File: src/hdl/jse_pkg.sv
package jse_pkg;

  localparam int unsigned REPL_LEN = 6;

  localparam logic [7:0] CH_QUOTE  = 8'h22;
  localparam logic [7:0] CH_BSLASH = 8'h5C;

  // one entry of the queue: every character that one item causes, in order:
  // opening quote, replacements for a broken sequence, the byte's own text,
  // replacements for a truncated sequence, closing quote
  typedef struct packed {
    logic            has_open;
    logic [1:0]      pre_repl;
    logic [2:0]      act_len;
    logic [5:0][7:0] act_chars;
    logic [1:0]      post_repl;
    logic            has_close;
    logic [4:0]      last_idx;
  } cmd_t;

  // characters of the \ufffd replacement
  function automatic logic [7:0] repl_char(input logic [2:0] idx);
    logic [7:0] c;
    case (idx)
      3'd0:    c = CH_BSLASH;
      3'd1:    c = "u";
      3'd2:    c = "f";
      3'd3:    c = "f";
      3'd4:    c = "f";
      default: c = "d";
    endcase
    return c;
  endfunction

endpackage

File: src/hdl/jse_front.sv
module jse_front (
  input  logic           clk_i,
  input  logic           rst_ni,
  input  logic           accept_i,
  input  logic [7:0]     in_byte_i,
  input  logic           carries_byte_i,
  input  logic           string_start_i,
  input  logic           string_end_i,
  output logic           push_o,
  output jse_pkg::cmd_t  cmd_o
);
  import jse_pkg::*;

  localparam logic [7:0] CH_BS  = 8'h08;
  localparam logic [7:0] CH_TAB = 8'h09;
  localparam logic [7:0] CH_LF  = 8'h0A;
  localparam logic [7:0] CH_FF  = 8'h0C;
  localparam logic [7:0] CH_CR  = 8'h0D;

  localparam logic [7:0] LEAD_E0 = 8'hE0;
  localparam logic [7:0] LEAD_ED = 8'hED;
  localparam logic [7:0] LEAD_F0 = 8'hF0;
  localparam logic [7:0] LEAD_F4 = 8'hF4;

  localparam logic [7:0] CONT_LO = 8'h80;
  localparam logic [7:0] CONT_HI = 8'hBF;

  logic [7:0]      lead_q, lead_d;
  logic [1:0][7:0] held_q, held_d;
  logic [1:0]      hc_q, hc_d;
  logic [2:0]      exp_q, exp_d;

  logic [1:0] hc_v;
  logic [2:0] exp_v;
  logic [7:0] lo, hi;
  logic       cont_ok;
  logic       fresh;
  logic [4:0] total;
  cmd_t       cmd;

  function automatic logic [7:0] hex_digit(input logic [3:0] d);
    logic [7:0] c;
    if (d < 4'd10) begin
      c = 8'h30 + {4'b0, d};
    end else begin
      c = 8'h57 + {4'b0, d};
    end
    return c;
  endfunction

  always_comb begin
    // a new string drops whatever sequence was pending
    exp_v = string_start_i ? 3'd0 : exp_q;
    hc_v  = string_start_i ? 2'd0 : hc_q;

    lo = CONT_LO;
    hi = CONT_HI;
    if (hc_v == 2'd0) begin
      case (lead_q)
        LEAD_E0: lo = 8'hA0;
        LEAD_ED: hi = 8'h9F;
        LEAD_F0: lo = 8'h90;
        LEAD_F4: hi = 8'h8F;
        default: ;
      endcase
    end
    cont_ok = (in_byte_i >= lo) && (in_byte_i <= hi) && (hc_v != 2'd3);

    lead_d = lead_q;
    held_d = held_q;
    exp_d  = exp_v;
    hc_d   = hc_v;
    fresh  = 1'b0;
    cmd    = '0;
    cmd.has_open = string_start_i;

    if (carries_byte_i) begin
      if (exp_v != 3'd0) begin
        if (cont_ok) begin
          if ({1'b0, hc_v} + 3'd2 >= exp_v) begin
            // sequence complete: lead, held bytes, this byte
            cmd.act_chars[0] = lead_q;
            cmd.act_chars[1] = (hc_v == 2'd0) ? in_byte_i : held_q[0];
            cmd.act_chars[2] = (hc_v == 2'd1) ? in_byte_i : held_q[1];
            cmd.act_chars[3] = in_byte_i;
            cmd.act_len      = {1'b0, hc_v} + 3'd2;
            exp_d = 3'd0;
            hc_d  = 2'd0;
          end else begin
            held_d[hc_v[0]] = in_byte_i;
            hc_d = hc_v + 2'd1;
          end
        end else begin
          // broken sequence: one replacement per byte held so far, lead included, then retry the byte
          cmd.pre_repl = hc_v + 2'd1;
          exp_d = 3'd0;
          hc_d  = 2'd0;
          fresh = 1'b1;
        end
      end else begin
        fresh = 1'b1;
      end
    end

    if (fresh) begin
      if (in_byte_i >= 8'h80) begin
        if (in_byte_i inside {[8'hC2:8'hDF]}) begin
          lead_d = in_byte_i;
          exp_d  = 3'd2;
          hc_d   = 2'd0;
        end else if (in_byte_i inside {[8'hE0:8'hEF]}) begin
          lead_d = in_byte_i;
          exp_d  = 3'd3;
          hc_d   = 2'd0;
        end else if (in_byte_i inside {[8'hF0:8'hF4]}) begin
          lead_d = in_byte_i;
          exp_d  = 3'd4;
          hc_d   = 2'd0;
        end else begin
          for (int k = 0; k < REPL_LEN; k++) begin
            cmd.act_chars[k] = repl_char(3'(k));
          end
          cmd.act_len = 3'(REPL_LEN);
        end
      end else begin
        cmd.act_chars[0] = CH_BSLASH;
        cmd.act_len      = 3'd2;
        case (in_byte_i)
          CH_QUOTE:  cmd.act_chars[1] = CH_QUOTE;
          CH_BSLASH: cmd.act_chars[1] = CH_BSLASH;
          CH_BS:     cmd.act_chars[1] = "b";
          CH_FF:     cmd.act_chars[1] = "f";
          CH_LF:     cmd.act_chars[1] = "n";
          CH_CR:     cmd.act_chars[1] = "r";
          CH_TAB:    cmd.act_chars[1] = "t";
          default: begin
            if (in_byte_i < 8'h20) begin
              cmd.act_chars[1] = "u";
              cmd.act_chars[2] = "0";
              cmd.act_chars[3] = "0";
              cmd.act_chars[4] = hex_digit(in_byte_i[7:4]);
              cmd.act_chars[5] = hex_digit(in_byte_i[3:0]);
              cmd.act_len      = 3'd6;
            end else begin
              cmd.act_chars[0] = in_byte_i;
              cmd.act_len      = 3'd1;
            end
          end
        endcase
      end
    end

    if (string_end_i) begin
      if (exp_d != 3'd0) begin
        cmd.post_repl = hc_d + 2'd1;
      end
      exp_d = 3'd0;
      hc_d  = 2'd0;
      cmd.has_close = 1'b1;
    end

    total = 5'(cmd.has_open) + 5'(cmd.pre_repl) * 5'd6 + 5'(cmd.act_len)
          + 5'(cmd.post_repl) * 5'd6 + 5'(cmd.has_close);
    cmd.last_idx = total - 5'd1;
  end

  assign push_o = accept_i && (total != 5'd0);
  assign cmd_o  = cmd;

  always_ff @(posedge clk_i or negedge rst_ni) begin
    if (!rst_ni) begin
      exp_q <= 3'd0;
      hc_q  <= 2'd0;
    end else if (accept_i) begin
      exp_q <= exp_d;
      hc_q  <= hc_d;
    end
  end

  always_ff @(posedge clk_i) begin
    if (accept_i) begin
      lead_q <= lead_d;
      held_q <= held_d;
    end
  end

endmodule

File: src/hdl/jse_queue.sv
module jse_queue #(
  parameter int unsigned DEPTH = 4
) (
  input  logic           clk_i,
  input  logic           rst_ni,
  input  logic           push_i,
  input  jse_pkg::cmd_t  wdata_i,
  output logic           full_o,
  input  logic           pop_i,
  output logic           valid_o,
  output jse_pkg::cmd_t  rdata_o
);
  import jse_pkg::*;

  localparam int unsigned AW = (DEPTH > 1) ? $clog2(DEPTH) : 1;
  localparam int unsigned CW = $clog2(DEPTH + 1);

  cmd_t          mem_q [DEPTH];
  logic [AW-1:0] wr_q, rd_q;
  logic [CW-1:0] cnt_q;

  function automatic logic [AW-1:0] ptr_next(input logic [AW-1:0] p);
    return (p == AW'(DEPTH - 1)) ? '0 : p + 1'b1;
  endfunction

  assign full_o  = (cnt_q == CW'(DEPTH));
  assign valid_o = (cnt_q != '0);
  assign rdata_o = mem_q[rd_q];

  always_ff @(posedge clk_i or negedge rst_ni) begin
    if (!rst_ni) begin
      wr_q  <= '0;
      rd_q  <= '0;
      cnt_q <= '0;
    end else begin
      if (push_i) begin
        wr_q <= ptr_next(wr_q);
      end
      if (pop_i) begin
        rd_q <= ptr_next(rd_q);
      end
      if (push_i && !pop_i) begin
        cnt_q <= cnt_q + 1'b1;
      end else if (pop_i && !push_i) begin
        cnt_q <= cnt_q - 1'b1;
      end
    end
  end

  always_ff @(posedge clk_i) begin
    if (push_i) begin
      mem_q[wr_q] <= wdata_i;
    end
  end

endmodule

File: src/hdl/jse_back.sv
module jse_back (
  input  logic           clk_i,
  input  logic           rst_ni,
  input  logic           q_valid_i,
  input  jse_pkg::cmd_t  q_data_i,
  output logic           q_pop_o,
  output logic           out_valid_o,
  input  logic           out_ready_i,
  output logic [7:0]     out_char_o,
  output logic           run_last_o,
  output logic           string_done_o
);
  import jse_pkg::*;

  typedef enum logic [4:0] {
    PH_OPEN  = 5'b00001,
    PH_PRE   = 5'b00010,
    PH_ACT   = 5'b00100,
    PH_POST  = 5'b01000,
    PH_CLOSE = 5'b10000
  } phase_e;

  logic       active_q;
  cmd_t       cmd_q;
  phase_e     ph_q, ph_d;
  logic [2:0] sub_q, sub_d;
  logic [1:0] rep_q, rep_d;
  logic [4:0] pos_q;

  logic       ov_q;
  logic [7:0] char_q;
  logic       last_q, done_q;

  logic       cur_valid, adv, step, is_last, seg_end;
  cmd_t       cur_cmd;
  phase_e     cur_ph;
  logic [2:0] cur_sub;
  logic [1:0] cur_rep;
  logic [4:0] cur_pos;
  logic [7:0] cur_char;

  // next segment with characters in it, skipping empty ones
  function automatic phase_e after_phase(input cmd_t c, input phase_e p);
    phase_e r;
    case (p)
      PH_OPEN: begin
        if (c.pre_repl != 2'd0) r = PH_PRE;
        else if (c.act_len != 3'd0) r = PH_ACT;
        else if (c.post_repl != 2'd0) r = PH_POST;
        else r = PH_CLOSE;
      end
      PH_PRE: begin
        if (c.act_len != 3'd0) r = PH_ACT;
        else if (c.post_repl != 2'd0) r = PH_POST;
        else r = PH_CLOSE;
      end
      PH_ACT: begin
        if (c.post_repl != 2'd0) r = PH_POST;
        else r = PH_CLOSE;
      end
      default: r = PH_CLOSE;
    endcase
    return r;
  endfunction

  always_comb begin
    cur_valid = active_q || q_valid_i;
    cur_cmd   = active_q ? cmd_q : q_data_i;
    if (active_q) begin
      cur_ph = ph_q;
    end else if (q_data_i.has_open) begin
      cur_ph = PH_OPEN;
    end else begin
      cur_ph = after_phase(q_data_i, PH_OPEN);
    end
    cur_sub = active_q ? sub_q : 3'd0;
    cur_rep = active_q ? rep_q : 2'd0;
    cur_pos = active_q ? pos_q : 5'd0;

    adv     = !ov_q || out_ready_i;
    step    = cur_valid && adv;
    is_last = (cur_pos == cur_cmd.last_idx);

    case (cur_ph)
      PH_PRE: begin
        cur_char = repl_char(cur_sub);
        seg_end  = (cur_sub == 3'(REPL_LEN - 1)) && (cur_rep == cur_cmd.pre_repl - 2'd1);
      end
      PH_ACT: begin
        cur_char = cur_cmd.act_chars[cur_sub];
        seg_end  = (cur_sub == cur_cmd.act_len - 3'd1);
      end
      PH_POST: begin
        cur_char = repl_char(cur_sub);
        seg_end  = (cur_sub == 3'(REPL_LEN - 1)) && (cur_rep == cur_cmd.post_repl - 2'd1);
      end
      default: begin
        cur_char = CH_QUOTE;
        seg_end  = 1'b1;
      end
    endcase

    ph_d  = cur_ph;
    sub_d = cur_sub + 3'd1;
    rep_d = cur_rep;
    if (seg_end) begin
      ph_d  = after_phase(cur_cmd, cur_ph);
      sub_d = 3'd0;
      rep_d = 2'd0;
    end else if (cur_sub == 3'(REPL_LEN - 1)) begin
      // next \ufffd of the same run
      sub_d = 3'd0;
      rep_d = cur_rep + 2'd1;
    end
  end

  assign q_pop_o = step && !active_q;

  always_ff @(posedge clk_i or negedge rst_ni) begin
    if (!rst_ni) begin
      active_q <= 1'b0;
      ph_q     <= PH_OPEN;
      sub_q    <= 3'd0;
      rep_q    <= 2'd0;
      pos_q    <= 5'd0;
      ov_q     <= 1'b0;
    end else begin
      if (adv) begin
        ov_q <= cur_valid;
      end
      if (step) begin
        active_q <= !is_last;
        ph_q     <= ph_d;
        sub_q    <= sub_d;
        rep_q    <= rep_d;
        pos_q    <= cur_pos + 5'd1;
      end
    end
  end

  always_ff @(posedge clk_i) begin
    if (step) begin
      cmd_q  <= cur_cmd;
      char_q <= cur_char;
      last_q <= is_last;
      done_q <= (cur_ph == PH_CLOSE);
    end
  end

  assign out_valid_o   = ov_q;
  assign out_char_o    = char_q;
  assign run_last_o    = last_q;
  assign string_done_o = done_q;

endmodule

File: src/hdl/json_string_escaper_utf8.sv
// Path: an accepted item is written into the queue; its characters then go through the output
// register. Throughput: one character per cycle from the back end while the output is not
// stalled; an item yields up to 25 characters, and one that yields none is not queued.
// A queue of QUEUE_DEPTH entries between classifier and character generator absorbs bursts.
// Reset (asynchronous, active low) empties the queue, drops any pending UTF-8 sequence and
// clears the output valid.
module json_string_escaper_utf8 #(
  parameter int unsigned QUEUE_DEPTH = 4
) (
  input  logic       clk_i,
  input  logic       rst_ni,
  input  logic       s_axis_tvalid_i,
  output logic       s_axis_tready_o,
  input  logic [7:0] s_axis_tdata_i,   // [7:0] in_byte
  input  logic [1:0] s_axis_tuser_i,   // [0] carries_byte, [1] string_start
  input  logic       s_axis_tlast_i,   // string_end
  output logic       m_axis_tvalid_o,
  input  logic       m_axis_tready_i,
  output logic [7:0] m_axis_tdata_o,   // [7:0] out_char
  output logic       m_axis_tuser_o,   // string_done
  output logic       m_axis_tlast_o    // run_last
);
  import jse_pkg::*;

  logic accept;
  logic q_push, q_full, q_pop, q_valid;
  cmd_t q_wdata, q_rdata;

  assign s_axis_tready_o = !q_full;
  assign accept          = s_axis_tvalid_i && s_axis_tready_o;

  jse_front u_front (
    .clk_i          (clk_i),
    .rst_ni         (rst_ni),
    .accept_i       (accept),
    .in_byte_i      (s_axis_tdata_i),
    .carries_byte_i (s_axis_tuser_i[0]),
    .string_start_i (s_axis_tuser_i[1]),
    .string_end_i   (s_axis_tlast_i),
    .push_o         (q_push),
    .cmd_o          (q_wdata)
  );

  jse_queue #(
    .DEPTH (QUEUE_DEPTH)
  ) u_queue (
    .clk_i   (clk_i),
    .rst_ni  (rst_ni),
    .push_i  (q_push),
    .wdata_i (q_wdata),
    .full_o  (q_full),
    .pop_i   (q_pop),
    .valid_o (q_valid),
    .rdata_o (q_rdata)
  );

  jse_back u_back (
    .clk_i         (clk_i),
    .rst_ni        (rst_ni),
    .q_valid_i     (q_valid),
    .q_data_i      (q_rdata),
    .q_pop_o       (q_pop),
    .out_valid_o   (m_axis_tvalid_o),
    .out_ready_i   (m_axis_tready_i),
    .out_char_o    (m_axis_tdata_o),
    .run_last_o    (m_axis_tlast_o),
    .string_done_o (m_axis_tuser_o)
  );

  // the closing quote always ends its item's run
  a_done_is_last: assert property (@(posedge clk_i) disable iff (!rst_ni)
    m_axis_tvalid_o && m_axis_tuser_o |-> m_axis_tlast_o)
    else $error("closing quote not marked last");

  a_no_overflow: assert property (@(posedge clk_i) disable iff (!rst_ni)
    q_push |-> !q_full)
    else $error("queue written while full");

  a_pop_nonempty: assert property (@(posedge clk_i) disable iff (!rst_ni)
    q_pop |-> q_valid)
    else $error("queue read while empty");

  // characters of one item follow without gaps
  a_run_gapless: assert property (@(posedge clk_i) disable iff (!rst_ni)
    m_axis_tvalid_o && m_axis_tready_i && !m_axis_tlast_o |=> m_axis_tvalid_o)
    else $error("gap inside a run");

endmodule
File: config.mk
export PLATFORM = sky130hd
export DESIGN_NAME = json_string_escaper_utf8
export DESIGN_NICKNAME = d
export VERILOG_FILES = /design/src/hdl/jse_pkg.sv /design/src/hdl/jse_front.sv /design/src/hdl/jse_queue.sv /design/src/hdl/jse_back.sv /design/src/hdl/json_string_escaper_utf8.sv
export SDC_FILE = /design/constraint.sdc
export NUM_CORES = 1
export LEC_CHECK = 0
export ABC_CLOCK_PERIOD_IN_PS = 23500
export BUFFER_PORTS_ARGS = -buffer_cell sky130_fd_sc_hd__buf_2
export CAP_MARGIN = 15
export CELL_PAD_IN_SITES_DETAIL_PLACEMENT = 1
export CELL_PAD_IN_SITES_GLOBAL_PLACEMENT = 1
export CORE_MARGIN = 5
export CORE_UTILIZATION = 50
export DETAILED_ROUTE_END_ITERATION = 12
export PLACE_DENSITY = 0.83
export RECOVER_POWER = 25
export SKIP_CTS_REPAIR_TIMING = 1
export SLEW_MARGIN = 20
export SYNTH_ARGS = -nofsm -noshare
export SYNTH_HDL_FRONTEND = slang
export SYNTH_SLANG_ARGS = --single-unit
File: constraint.sdc
create_clock -name clk_i -period 23.5 [get_ports clk_i]
set_input_delay 1.175 -clock clk_i [delete_from_list [all_inputs] [get_ports clk_i]]
set_output_delay 1.175 -clock clk_i [all_outputs]
set_load 0.05 [all_outputs]
# == After elaboration in Yosys (flattened, before gate mapping) ==
# Memory sizes are Yosys's and may differ from the RTL's.
# Cells that the tools add are included.
# word_totals
elab_cells,233
mem_bits_rw,248
input_bits,15
n_memories,1
output_inout_bits,12
reg_bits,124
# op_classes
n_bitwise,2
n_eq_ne,30
muxes,90
n_reduce_logical,42
magnitude_cmp,16
multipliers,2
n_addsub,22
# mem_list
memory,depth,width,read_ports,rd_ports_with_merged_regs,wr,line_no,text
u_queue.mem_q,4,62,1,0,1,jse_queue.sv:18,cmd_t mem_q [DEPTH];
# op_table
operator,n
51-bit two-way mux,5
32-bit two-way mux,4
8-bit two-way mux,12
61-bit two-way mux,1
3-bit two-way mux,20
5-bit two-way mux,12
8-bit one-hot mux with 7 select lines,1
8-bit by 4-bit == test with 1-bit output (second input constant),5
40-bit two-way mux,1
2-bit two-way mux,18
35-bit two-way mux,1
8-bit == test (second input constant),4
8-bit >= comparator (second input constant),4
8-bit binary-select mux with 3-bit select,1
8-bit <= comparator (second input constant),3
6-bit one-hot mux with 2 select lines,2
6-bit one-hot mux with 3 select lines,1
3-bit nonzero test,6
7-bit by 4-bit adder with 8-bit output (first input constant),2
16-bit bitwise mux,1
8-bit one-hot mux with 2 select lines,1
5-bit one-hot mux with 3 select lines,1
6-bit by 4-bit adder with 7-bit output (first input constant),2
1-bit logical AND,14
other kinds (53),82

# == Longest topological paths before layout ==
# logic_depth
word_depth,26
ltp_mapped,31
ltp_nobuf,30

# == Modules after synthesis ==
# A second synthesis with hierarchy kept.
# unflattened
cells_unflattened,1076
hier_area_um2,16997.6
# modules_own_cells
module,area_per_inst_um2,seq_area_each_um2,n_inst,cells_per_inst
jse_queue,9437.8,7622.3,1,361
jse_back,4668.2,2528.7,1,389
jse_front,2881.5,845.8,1,324
json_string_escaper_utf8,10.0,0.0,1,2

# == Least setup slack after synthesis ==
# Ideal clock, no wire load.
# synth_path
kind,input to register
startpoint,in s_axis_tuser_i[1]
endpoint,"mem u_queue.mem_q[0][0] (netlist name), enable pin"
required_ns,23.077
path_stages,25
n_path_buf,1
setup_time_ns,0.423
arrival_time_ns,8.436
path_slack_ns,14.641
cell_sequence,inv_1 nand2_1 ha_1 clkbuf_1 nand4_1 or4_1 nor2_1 ha_1 a31oi_1 or4_1 o311ai_0 nor2_1 a21oi_1 o31ai_1 nor4_1 ha_1 inv_1 fa_1 inv_1 ha_1 a21o_1 a21oi_1 xnor2_1 a41oi_1 and2_1
# synth_rtl
item,line_no,text
start: declaration,json_string_escaper_utf8.sv:15,"input logic [1:0] s_axis_tuser_i,"
end: declaration,jse_queue.sv:18,

==> results.toml <==
[run_status]
run_status = "finished, violations left"
violations = "max-capacitance violations, max-slew violations"

[critical_path]
crit_path_max_fanout = 59
cp.required_ns = 23.63
rr_worst_depth = 25
crit_path_start_kind = "input pin"
crit_type = "input pin to flip-flop"
critPathTopFamily = "compound AO/OA/AOI/OAI gates"
cp-end-kind = "flip-flop"
r2r-start = "u_front.hc_q[1]"
critPathMaxStageDelay_ns = 0.86
r2r_slack_ns = 14.76
reg2reg_to = "u_queue.mem_q[0][36]"
slowest_stage = "nor4_1"
path_buf_inv = 6
critical_path_arrival_ns = 9.69

[die]
die_w_um = 190
rows = 66
coreArea_mm2 = 0.0323
io_pins = 27
initial_core_util_pct = 50.4
dieArea_mm2 = 0.0362
die_y_um = 190

[hold_path]
hold_class = "flip-flop to flip-flop"
whs_endpoint = "u_front.hc_q[1]"
holdCritStartpoint = "u_front.hc_q[1]"
hold_path_depth = 1

[timing]
period_needed_ns = 9.56
rsz0062_at_grt = "false"
fmax_mhz = 105
clock_skew_ns = 0.0285
fin_ws_ns = 13.94
period_share_pct = 40.7
tightest_slew_ns = 3.32
relSlewSlack_pct = -121
fin_tns_setup_ns = 0
drv_slew = 181
hold_viol = 0
hold_ws_ns = 0.487
setup_viol = 0

[grt]
grt_max_degree = 61
grt_util_met1_pct = 31.7
grt_pass1_vias = 10099
met2_usage_pct = 36.7
grt_pass1_wl_mm = 62.0
grt_use_total_pct = 22.2
overflow = 0
busiest_layer = "met2"
antenna_found_initial = 0
gr-usage-met3_pct = 3.15

[final_layout]
instances_no_fill = 1554
multi_input_area_mm2 = 0.00526
fin_nets = 1147
register_area_mm2 = 0.0106
fill_cells = 3003
drive_gt1_share_pct = 15.7
area_growth_pct = 10.7
diodes = 0

[route]
drt-pass1-iter-count = 5
routed_wl_mm = 40.1
detail_route.iter0.violations = 926
wl_per_cell_um = 25.8
drc_errors = 0
ant_nets = 0
drt-vias-per-instance = 6.16
vias = 9576

[clock_tree]
cts_tree = "built"
cts_root_buf = "clkbuf_16"
cts.clk_slew.worst_paths_ns = 0.06
clk_latency_ns = 0.53
clock-sinks = 359
cts_htree_levels = 2
cts_buffers = 38
clockBufferDepth = 3

[synthesis]
synth_top_area_share_pct = 61.0
synth_compound_area_share_pct = 6.81
synth.distinct_cells = 68
synth_xor_area_share_pct = 0.916
synthSimpleGateAreaFrac_pct = 6.87
synth_edf_count = 330
synth_cells = 1057
ys_async_sr_fraction_pct = 8.08
synthMuxAreaShare_pct = 14.1
yosys.area.top_type = "edfxtp_1"
synthAdderAreaFrac_pct = 3.54
synth.yosys.seq_area_share_pct = 65.4
synth_top_family_by_area = "multiplexers"
yosysWarningCount = 0
syn_area_mm2 = 0.0163
synth-seq-cells = 359
ys.flop_type = "edfxtp_1"
yosys-top-cells-area = "edfxtp_1, mux4_2, dfrtp_1"
avgSynthCellArea_um2 = 15.4

[power_and_ir_drop]
cellPowerDensity_mw_per_mm2 = 125
ir_drop_v = 0.0000577
p_total_w = 0.00224
p_leak_nw = 6.35

[place]
dp_hpwl_mm = 25.5
port_buffers = 26
dpl.cell_count = 1491
dp_slack_ns = 13.77
place_congestion = 0.842

[run]
cap_violations = 4
[cell type report]
type                    count  share of cell area, %
flip-flops and latches    359                   59.1
inverters                  47                  0.987
multi-input cells         605                   29.2
clock inverters            15                  0.737
well taps                 442                   3.07
clock buffers              48                   5.85
repair buffers             38                   1.01
[stage by stage]
| step | util [%] | instance area (um^2) |
|---|---|---|
| after global routing | 55.8 | 18000 |
| after detailed placement | 52.2 | 16900 |
| after CTS | 55.9 | 18000 |
| final | 55.8 | 18000 |
| after floorplan | - | 16300 |
| after global placement | 52.2 | 16900 |
[cells in the mapped netlist (9+ instances only)]
| master | number |
|---|---|
| nand2b_1 | 15 |
| inv_1 | 45 |
| nor2_1 | 59 |
| and2_1 | 13 |
| and3_1 | 9 |
| ha_1 | 38 |
| o21ai_0 | 41 |
| buf_1 | 11 |
| dfrtp_1 | 28 |
| mux4_2 | 59 |
| xor2_1 | 10 |
| mux2i_1 | 30 |
| a21oi_1 | 35 |
| nand2_1 | 58 |
| mux2_2 | 59 |
| nor3_1 | 15 |
| edfxtp_1 | 330 |
| nand3_1 | 16 |
| o22ai_1 | 14 |
| a21o_1 | 11 |
| clkbuf_1 | 33 |
[worst register-to-register path, cell delays in order (launching register included)]
cell      delay [ns]
dfrtp_1         0.38
nand2_1         0.23
ha_1            0.54
nand4_1         0.19
or4_1           0.53
nor2_1          0.12
ha_1            0.13
inv_1           0.04
o41ai_1         0.35
a21oi_1         0.22
o311ai_0        0.80
nor2_1          0.11
a21oi_1         0.20
o31ai_1         0.15
nor4_1          0.87
ha_1            0.27
inv_1           0.07
fa_1            0.61
inv_1           0.08
ha_1            0.30
a21o_1          0.19
a21oi_1         0.20
xnor2_1         0.16
a41oi_1         0.61
and2_2          0.26
buf_4           0.68
[worst max-delay path by stage]
stage	slack [ns]	end	cells past startpoint	start
floorplan	14.64	u_queue.mem_q[0][0]	25	s_axis_tuser_i[1]
global placement	14.31	u_queue.mem_q[1][35]	26	s_axis_tuser_i[1]
detailed placement	13.77	u_queue.mem_q[2][52]	27	s_axis_tuser_i[1]
CTS	14.12	u_queue.mem_q[0][54]	27	s_axis_tuser_i[1]
global route	13.14	u_queue.cnt_q[2]	31	s_axis_tuser_i[1]
finish	13.94	u_queue.mem_q[0][36]	27	s_axis_tuser_i[1]
[placed cells by master, fill, tap and decap left out, types with 25 or more instances in the layout]
master	n
ha_1	38
dfrtp_1	26
nor2_1	59
mux2_2	34
o21ai_0	41
clkbuf_1	32
edfxtp_1	330
mux4_2	59
clkbuf_16	41
mux2i_1	30
inv_1	45
a21oi_1	35
nand2_1	58
mux2_1	25
[logic make-up (layout without fill, tap and decap cells)]
family | after synthesis | count (layout)
xor gates and xnor gates | 17 | 17
other | 1 | 4
buffers and inverters | 96 | 148
and+or+nand+nor | 226 | 226
DFF | 359 | 359
adders and majority gates | 43 | 43
muxes | 148 | 148
AOI/OAI and AO/OA | 167 | 167
[sequential cells by signal (all words and copies together), names as in the netlist, 2 cells and up]
name / cells
u_back.out_char_o: 8
u_back.ph_q: 5
u_back.cmd_q: 60
u_front.exp_q: 3
u_queue.wr_q: 2
u_front.hc_q: 2
u_front.held_q: 16
u_queue.rd_q: 2
u_back.rep_q: 2
u_front.lead_q: 8
u_queue.mem_q: 236
u_back.sub_q: 3
u_queue.cnt_q: 3
u_back.pos_q: 5
[routing by layer]
layer	share of wire, %	wire, um	vias to the layer above
met3	5.7	2300	59
met5	0	0	-
met1	43	17200	5007
li1	-	-	4174
met4	1.9	766	0
met2	49	19800	336
[power by group]
part	total (W)	internal [W]	leakage, nW	switching, W
Clock	0.000584	0.000338	0.585	0.000245
Sequential	0.000972	0.000888	3.46	0.0000838
Combinational	0.000688	0.000273	2.30	0.000415
Note: power is estimated with default switching activity, not from simulation.
